--- config.mk ---
export PLATFORM = sky130hd
export DESIGN_NAME = sync_length_crc16_frame_receiver_unit
export DESIGN_NICKNAME = d
export VERILOG_FILES = /design/src/srx_pkg.sv /design/src/srx_in_stage.sv /design/src/srx_frame_fsm.sv /design/src/sync_length_crc16_frame_receiver_unit.sv
export SDC_FILE = /design/constraint.sdc
export NUM_CORES = 1
export LEC_CHECK = 0
export BUFFER_PORTS_ARGS = -buffer_cell sky130_fd_sc_hd__buf_2
export CELL_PAD_IN_SITES_DETAIL_PLACEMENT = 0
export CELL_PAD_IN_SITES_GLOBAL_PLACEMENT = 1
export CORE_MARGIN = 10
export CORE_UTILIZATION = 48
export CTS_CLUSTER_DIAMETER = 40
export DETAILED_ROUTE_END_ITERATION = 12
export PLACE_DENSITY_LB_ADDON = 0.1
export SKIP_LAST_GASP = 1
export SYNTH_ARGS = -nofsm -noshare
export SYNTH_HDL_FRONTEND = slang
export SYNTH_HIERARCHICAL = 1
export SYNTH_SLANG_ARGS = --single-unit
--- constraint.sdc ---
create_clock -name clk_i -period 4.01 [get_ports clk_i]
set_input_delay 0.802 -clock clk_i [delete_from_list [all_inputs] [get_ports clk_i]]
set_output_delay 0.802 -clock clk_i [all_outputs]
set_load 0.03 [all_outputs]
--- src/srx_pkg.sv ---
// Shared types, sync constants and the CRC-16/MODBUS byte update for the frame receiver.
package srx_pkg;

  localparam logic [7:0]  SyncA    = 8'hAA;
  localparam logic [7:0]  SyncB    = 8'hBB;
  localparam logic [15:0] CrcInit  = 16'hFFFF;
  localparam logic [15:0] CrcPoly  = 16'hA001;

  // One received byte held in the input register.
  typedef struct packed {
    logic       valid;
    logic [7:0] data;
  } srx_item_t;

  // Reflected CRC update over one byte, one bit per step.
  function automatic logic [15:0] crc_feed(input logic [15:0] crc, input logic [7:0] b);
    logic [15:0] c;
    c = crc ^ {8'h00, b};
    for (int i = 0; i < 8; i++) begin
      if (c[0]) begin
        c = (c >> 1) ^ CrcPoly;
      end else begin
        c = c >> 1;
      end
    end
    return c;
  endfunction

endpackage

--- src/srx_in_stage.sv ---
// Input register that holds one received byte until the frame logic takes it.
module srx_in_stage (
  input  logic               clk_i,
  input  logic               rst_ni,
  input  logic               in_valid_i,
  output logic               in_stall_o,
  input  logic [7:0]         rx_byte_i,
  input  logic               take_i,
  output srx_pkg::srx_item_t item_o
);

  logic       valid_q;
  logic [7:0] data_q;

  assign in_stall_o = valid_q && !take_i;
  assign item_o     = '{valid: valid_q, data: data_q};

  always_ff @(posedge clk_i or negedge rst_ni) begin
    if (!rst_ni) begin
      valid_q <= 1'b0;
      data_q  <= 8'h00;
    end else if (!in_stall_o) begin
      valid_q <= in_valid_i;
      if (in_valid_i) begin
        data_q <= rx_byte_i;
      end
    end
  end

endmodule

--- src/srx_frame_fsm.sv ---
// Frame phase machine, running CRC and the result register.
module srx_frame_fsm (
  input  logic               clk_i,
  input  logic               rst_ni,
  input  srx_pkg::srx_item_t item_i,
  output logic               take_o,
  output logic               out_valid_o,
  input  logic               out_stall_i,
  output logic [7:0]         frame_byte_o,
  output logic               first_of_frame_o,
  output logic               last_of_frame_o,
  output logic               crc_good_o
);

  typedef enum logic [2:0] {
    PhHunt, PhSync2, PhType, PhLenLo, PhLenHi, PhPayload, PhCrcLo, PhCrcHi
  } phase_e;

  phase_e      phase_q, phase_d;
  logic [15:0] count_q, count_d;
  logic [15:0] length_q, length_d;
  logic [15:0] crc_q, crc_d;
  logic [7:0]  crc_lo_q, crc_lo_d;
  logic        out_valid_q;
  logic [7:0]  byte_q;
  logic        first_q, last_q, good_q;
  logic        emit, first_d, last_d, good_d;
  logic        fire;
  logic [15:0] crc_next;
  logic [15:0] len_full;
  logic [16:0] count_inc;
  logic [7:0]  b;

  assign b         = item_i.data;
  assign take_o    = !out_valid_q || !out_stall_i;
  assign fire      = item_i.valid && take_o;
  assign crc_next  = srx_pkg::crc_feed(crc_q, b);
  assign len_full  = {b, length_q[7:0]};
  assign count_inc = {1'b0, count_q} + 17'd1;

  always_comb begin
    phase_d  = phase_q;
    count_d  = count_q;
    length_d = length_q;
    crc_d    = crc_q;
    crc_lo_d = crc_lo_q;
    emit     = 1'b1;
    first_d  = 1'b0;
    last_d   = 1'b0;
    good_d   = 1'b0;
    case (phase_q)
      PhHunt: begin
        emit = 1'b0;
        if (b == srx_pkg::SyncA) begin
          crc_d   = srx_pkg::crc_feed(srx_pkg::CrcInit, b);
          phase_d = PhSync2;
        end
      end
      PhSync2: begin
        emit = 1'b0;
        if (b == srx_pkg::SyncB) begin
          crc_d   = crc_next;
          phase_d = PhType;
        end else begin
          crc_d   = srx_pkg::CrcInit;
          phase_d = PhHunt;
        end
      end
      PhType: begin
        crc_d   = crc_next;
        first_d = 1'b1;
        phase_d = PhLenLo;
      end
      PhLenLo: begin
        crc_d    = crc_next;
        length_d = {8'h00, b};
        phase_d  = PhLenHi;
      end
      PhLenHi: begin
        crc_d    = crc_next;
        length_d = len_full;
        count_d  = 16'h0000;
        phase_d  = (len_full == 16'h0000) ? PhCrcLo : PhPayload;
      end
      PhPayload: begin
        crc_d   = crc_next;
        count_d = count_inc[15:0];
        if (count_inc >= {1'b0, length_q}) begin
          phase_d = PhCrcLo;
        end
      end
      PhCrcLo: begin
        crc_lo_d = b;
        phase_d  = PhCrcHi;
      end
      PhCrcHi: begin
        last_d  = 1'b1;
        good_d  = ({b, crc_lo_q} == crc_q);
        phase_d = PhHunt;
        crc_d   = srx_pkg::CrcInit;
        count_d = 16'h0000;
      end
      default: begin
        emit    = 1'b0;
        phase_d = PhHunt;
      end
    endcase
  end

  always_ff @(posedge clk_i or negedge rst_ni) begin
    if (!rst_ni) begin
      phase_q     <= PhHunt;
      count_q     <= 16'h0000;
      length_q    <= 16'h0000;
      crc_q       <= srx_pkg::CrcInit;
      crc_lo_q    <= 8'h00;
      out_valid_q <= 1'b0;
      byte_q      <= 8'h00;
      first_q     <= 1'b0;
      last_q      <= 1'b0;
      good_q      <= 1'b0;
    end else if (take_o) begin
      out_valid_q <= fire && emit;
      if (fire) begin
        phase_q  <= phase_d;
        count_q  <= count_d;
        length_q <= length_d;
        crc_q    <= crc_d;
        crc_lo_q <= crc_lo_d;
        byte_q   <= b;
        first_q  <= first_d;
        last_q   <= last_d;
        good_q   <= good_d;
      end
    end
  end

  assign out_valid_o      = out_valid_q;
  assign frame_byte_o     = byte_q;
  assign first_of_frame_o = first_q;
  assign last_of_frame_o  = last_q;
  assign crc_good_o       = good_q;

endmodule

--- src/sync_length_crc16_frame_receiver_unit.sv ---
// Top level of the sync, length and CRC-16/MODBUS framed packet receiver.
//
//   Channel  Direction  Handshake               Payload
//   input    in         in_valid_i, in_stall_o  rx_byte_i
//   output   out        out_valid_o, out_stall_i frame_byte_o, first_of_frame_o,
//                                               last_of_frame_o, crc_good_o
//
// A received byte passes through two registers: the input register, then the
// result register, which is loaded by the phase machine and the CRC update
// together. A byte held in the input register moves into the result register
// once that register is empty or not stalled, and is on the output from then
// on; one byte can be taken in every cycle while the output does not stall.
// Reset clears the phase to hunting and the running CRC to 0xFFFF.
// A stall on the output holds the result register; the input register keeps
// taking bytes until it is itself full, and only then is in_stall_o raised.
// Sync bytes and noise produce no output transaction.
module sync_length_crc16_frame_receiver_unit (
  input  logic       clk_i,
  input  logic       rst_ni,
  input  logic       in_valid_i,
  output logic       in_stall_o,
  input  logic [7:0] rx_byte_i,
  output logic       out_valid_o,
  input  logic       out_stall_i,
  output logic [7:0] frame_byte_o,
  output logic       first_of_frame_o,
  output logic       last_of_frame_o,
  output logic       crc_good_o
);

  srx_pkg::srx_item_t item;
  logic               take;

  // Input register: decouples the sender from stalls on the result side.
  srx_in_stage u_in_stage (
    .clk_i     (clk_i),
    .rst_ni    (rst_ni),
    .in_valid_i(in_valid_i),
    .in_stall_o(in_stall_o),
    .rx_byte_i (rx_byte_i),
    .take_i    (take),
    .item_o    (item)
  );

  // Phase machine, CRC accumulation and the result register.
  srx_frame_fsm u_frame_fsm (
    .clk_i           (clk_i),
    .rst_ni          (rst_ni),
    .item_i          (item),
    .take_o          (take),
    .out_valid_o     (out_valid_o),
    .out_stall_i     (out_stall_i),
    .frame_byte_o    (frame_byte_o),
    .first_of_frame_o(first_of_frame_o),
    .last_of_frame_o (last_of_frame_o),
    .crc_good_o      (crc_good_o)
  );

  // The input side only stalls when the result register is full and held.
  assert property (@(posedge clk_i) disable iff (!rst_ni)
    in_stall_o |-> (out_valid_o && out_stall_i))
    else $error("input stalled while the result register could advance");

  // A frame never starts and ends on the same byte.
  assert property (@(posedge clk_i) disable iff (!rst_ni)
    out_valid_o |-> !(first_of_frame_o && last_of_frame_o))
    else $error("first and last flags set on one byte");

  // The CRC verdict is only reported on the closing byte.
  assert property (@(posedge clk_i) disable iff (!rst_ni)
    (out_valid_o && !last_of_frame_o) |-> !crc_good_o)
    else $error("crc_good set on a byte other than the last");

  // After the closing byte is delivered, the next byte out cannot be a middle byte
  // unless a new frame has started first.
  assert property (@(posedge clk_i) disable iff (!rst_ni)
    (out_valid_o && !out_stall_i && last_of_frame_o) |=>
      (!out_valid_o || first_of_frame_o))
    else $error("frame byte delivered directly after the end of a frame");

endmodule

==> results.txt <==
Internal power comes to 2.48 mW. The setup violation total in the final timing report came out at 0. The number of buffers added to fix hold violations after cts is 0. In this run the clock root is driven by a clkbuf_8. The starting DRC count in detailed routing is between 200 and 300. Of the total power, the clock network draws ~16%. The total detailed-routing wirelength came out at approximately 11 mm. The signal arrival time at the worst endpoint came out at approximately 3500 ps. The post-detailed-placement half-perimeter wirelength is ~8 mm.

The required time at the worst-slack endpoint came out at about 4300 ps. Clock tree synthesis found a total of 80 sinks. The proportion of total power due to net switching is 41.7%. In this run the worst path has a maximum fanout of 6.

The number of hold violations in the final report is 0. The critical setup path kind is register to register. Cells fill ~53% of the core in the end. The number of distinct library cells after synthesis is 52. The count of state elements after synthesis is 80. The worst hold path belongs to the class register to register. The count of filler cells inserted in the layout is between 900 and 1000.

The average footprint of a synthesized cell came out at about 9.5 um^2. The synthesized area is 4820 um^2. The analysis attributes to net switching a power of roughly 1.8 mW. 0 antenna diodes ended up in the layout. The largest individual stage delay along the critical path comes from the cell dfrtp_1. The share of synthesized registers carrying an async set or reset came out at 100%.

The combinational share of power is between 40% and 50%. The sequential fraction of the synthesis area is around two fifths. The max-capacitance violation count came out at 0.

The worst-margin pin slew is between 900 and 1000 ps. The cell accounting for the most synthesized area is dfrtp_1. The cell depth of the worst hold path came out at 2.

The H-tree level count is 3. In this run the static leakage power is roughly 2.4 nW. The number of clock buffers inserted by TritonCTS is 9. The signal on the critical path passes through ha_1 > nand3_1 > nor2_1 > and3_1 > nand3_1 > xnor2_1 > ha_1 > a211oi_1 > o211ai_1 > a31oi_1 > o22a_1 > mux2_2. The count of flip-flops with a built-in enable after synthesis came out at 0.

Compared with the post-synthesis result, the final layout area differs by 8.09%. The site row count is 36. The area share of the largest cell type after synthesis came out at around a third. The net count of the finished layout came out at around 560. The relative max-transition margin is 34.4%. The core region area came out at between 9000 and 10000 um^2. Using the TritonRoute via totals, the vias-per-cell ratio works out to between 5 and 6. The I/O pin count is 25. The clock reaches the later pin of the worst-skew pair after about 350 ps. The number of antenna violations at the first check in global routing came out at 0. The power density of the placed cells came out at 816 nW/um^2.

Entering global routing, the biggest net connects 81 pins. Sorting the synthesized cells by how often they occur yields nand2_1 (65), dfrtp_1 (64), o21ai_0 (48). In the post-synthesis netlist, the cell with the most instances is nand2_1. The worst setup path is launched from a register. The leftover overflow at the end of global routing is 0. The stage delay of the slowest cell on the critical path came out at approximately 440 ps. The maximum VDD drop came out at around 0.8 mV. In the global route stage, overall resource usage came out at between 15 and 20%. In the routed design, unresolved DRC markers number 0. The cell count after synthesis is between 500 and 600. The final period utilization came out at 80.8%. The sequential cell fraction of total power is about a third. Subtracting the final worst setup slack from the clock period gives around 3200 ps. The detailed router placed ~3500 vias in this run. The number of setup buffers added after CTS is 0. TritonCTS built the clock tree. The global-route wire length before repair came out at between 15 and 20 mm. The timing-limited maximum frequency is ~300 MHz. The total of buffers placed on input and output ports came out at 24.

The iteration count of the initial detailed-routing pass came out at 4. Setup repair after global routing left no endpoint under its margin. The proportion of layout cells with a drive suffix above 1 is about 17%. The width of the die came out at ~120 um.

The detailed-route wire length per cell is between 15 and 20 um. The remaining antenna violation count came out at 0. During synthesis, Yosys emitted a total of 6 warnings. The quantity of gates resized following cts came out at 0.

The via count of the first global-routing pass came to 3575. The starting utilization of the core area came out at between 40% and 50%. The overall die area came out at between 10000 and 15000 um^2. Sorting the synthesized cells by area gives the leading types as dfrtp_1 (33%), dfstp_2 (8.7%), ha_1 (7.0%). The placer congestion estimate is ~0.9.

The total nets after synthesis is 549. The most used flip-flop cell after synthesis is dfrtp_1. The die height came out at around 120 um. The run finished with clean final reports. Clock-pin slew was measured on the worst setup and hold paths at about 90 ps. The total negative setup slack is 0 ps.

The worst setup path is captured at a register. The final-report max-slew violation count came out at 0. The number of cells on the worst reg-to-reg path came out at 12. The number of buffers between clock root and the deepest sink is 2. The worst clock skew came out at about 8.8 ps.
[placed cells by master, fill, tap and decap left out, types with 3 or more instances in the layout]
| cell type | Yosys | layout |
|---|---|---|
| nand2b_1 | 7 | 7 |
| nand3_1 | 17 | 17 |
| nand4_1 | 5 | 5 |
| and3_1 | 4 | 4 |
| a31oi_1 | 4 | 4 |
| nor2b_1 | 7 | 7 |
| nor3_1 | 4 | 4 |
| o21ai_1 | 3 | 3 |
| xnor2_1 | 28 | 28 |
| o21a_1 | 4 | 4 |
| o22ai_1 | 13 | 13 |
| dfrtp_1 | 64 | 64 |
| mux2_4 | 8 | 8 |
| dfstp_2 | 16 | 16 |
| o31ai_1 | 9 | 9 |
| nand2_1 | 65 | 65 |
| mux2_2 | 9 | 9 |
| nor2_1 | 24 | 24 |
| xor2_1 | 28 | 28 |
| inv_1 | 27 | 27 |
| xnor2_2 | 3 | 3 |
| a211oi_1 | 3 | 3 |
| buf_2 | 8 | 23 |
| buf_4 | 2 | 5 |
| nor4_1 | 4 | 4 |
| o21ai_0 | 48 | 48 |
| clkbuf_8 | 0 | 9 |
| a21oi_1 | 19 | 19 |
| ha_1 | 27 | 27 |
[stage by stage]
stage	total power [mW]	std cells	worst slack, ps	hold slack (ps)	instance area, um^2
after floorplan	3.13	510	1210	468	4820
after global placement	3.58	640	984	449	4990
after detailed placement	3.61	640	872	457	4990
after CTS	4.30	656	776	482	5210
after global routing	4.60	656	465	514	5210
final	4.26	656	770	478	5210
[area by class of cell]
class                   instances  area [um^2]  area share [%]
clock buffers                  10          128            2.45
clock inverters                 6         92.6            1.78
inverters                      27          101            1.94
multi-input cells             372         2550            48.9
flip-flops and latches         80         2020            38.8
well taps                     133          166            3.19
repair buffers                 28          153            2.93
[power by group through the flow]
| stage | registers (mW) | logic (mW) | clock network, mW |
|---|---|---|---|
| 3_5_place_dp | 1.51 | 2.10 | 0 |
| 6_report | 1.50 | 2.09 | 0.664 |
| 3_3_place_gp | 1.51 | 2.07 | 0 |
| 2_1_floorplan | 1.45 | 1.69 | 0 |
| 4_1_cts | 1.50 | 2.11 | 0.688 |
| 5_1_grt | 1.54 | 2.34 | 0.720 |
[sequential cells by signal, indices dropped and copies added, names as in the netlist]
signal and flops:
u_in_stage/valid_q 1, u_frame_fsm/count_q 16, u_frame_fsm/crc_lo_q 8, u_frame_fsm/crc_good_o 1, u_in_stage/data_q 8, u_frame_fsm/crc_q 16, u_frame_fsm/phase_q 3, u_frame_fsm/length_q 16
u_frame_fsm/first_of_frame_o 1, u_frame_fsm/out_valid_o 1, u_frame_fsm/frame_byte_o 8, u_frame_fsm/last_of_frame_o 1
[worst max-delay path: cells and delay by family, from the launching register on]
kind            cells  cell delay (ps)
compound gates      4              770
xor+xnor            1              190
fa+ha+maj           2              500
flops               1              440
mux                 1              320
simple gates        4              890
[layer usage]
metal / share of wire (%) / GRT usage (%) / wire length (um)
met3: 2.6 / 3.16 / 284
met1: 45 / 19.3 / 4960
met2: 51 / 27.8 / 5620
met4: 1.4 / 4.52 / 151
met5: 0 / 0 / 0
[path summary, 6_finish.rpt]
path | startpoint | to | slack (ps)
setup / recovery | u_frame_fsm/count_q[0] | u_frame_fsm/phase_q[0] | 770
hold / removal | u_frame_fsm/frame_byte_o[0] | u_frame_fsm/frame_byte_o[0] | 480
setup reg to reg | u_frame_fsm/count_q[0] | u_frame_fsm/phase_q[0] | 770
hold reg to reg | u_frame_fsm/frame_byte_o[0] | u_frame_fsm/frame_byte_o[0] | 480
max in group asynchronous | rst_ni | u_frame_fsm/crc_lo_q[5] | 2770
min in group asynchronous | rst_ni | u_frame_fsm/frame_byte_o[4] | 610
[cells by family (layout without fill, tap and decap cells)]
family                   count (synthesis)  in the layout  synth area share (%)
buffers and inverters                   58             71                  5.19
XOR/XNOR                                61             61                  12.0
adder cells (fa/ha/maj)                 27             27                  7.00
flip-flops                              80             80                  41.9
multiplexers                            17             17                  4.59
AND/OR/NAND/NOR                        152            152                  15.3
AO/OA/AOI/OAI                          115            115                  14.1
(Power assumes the default switching activity.)
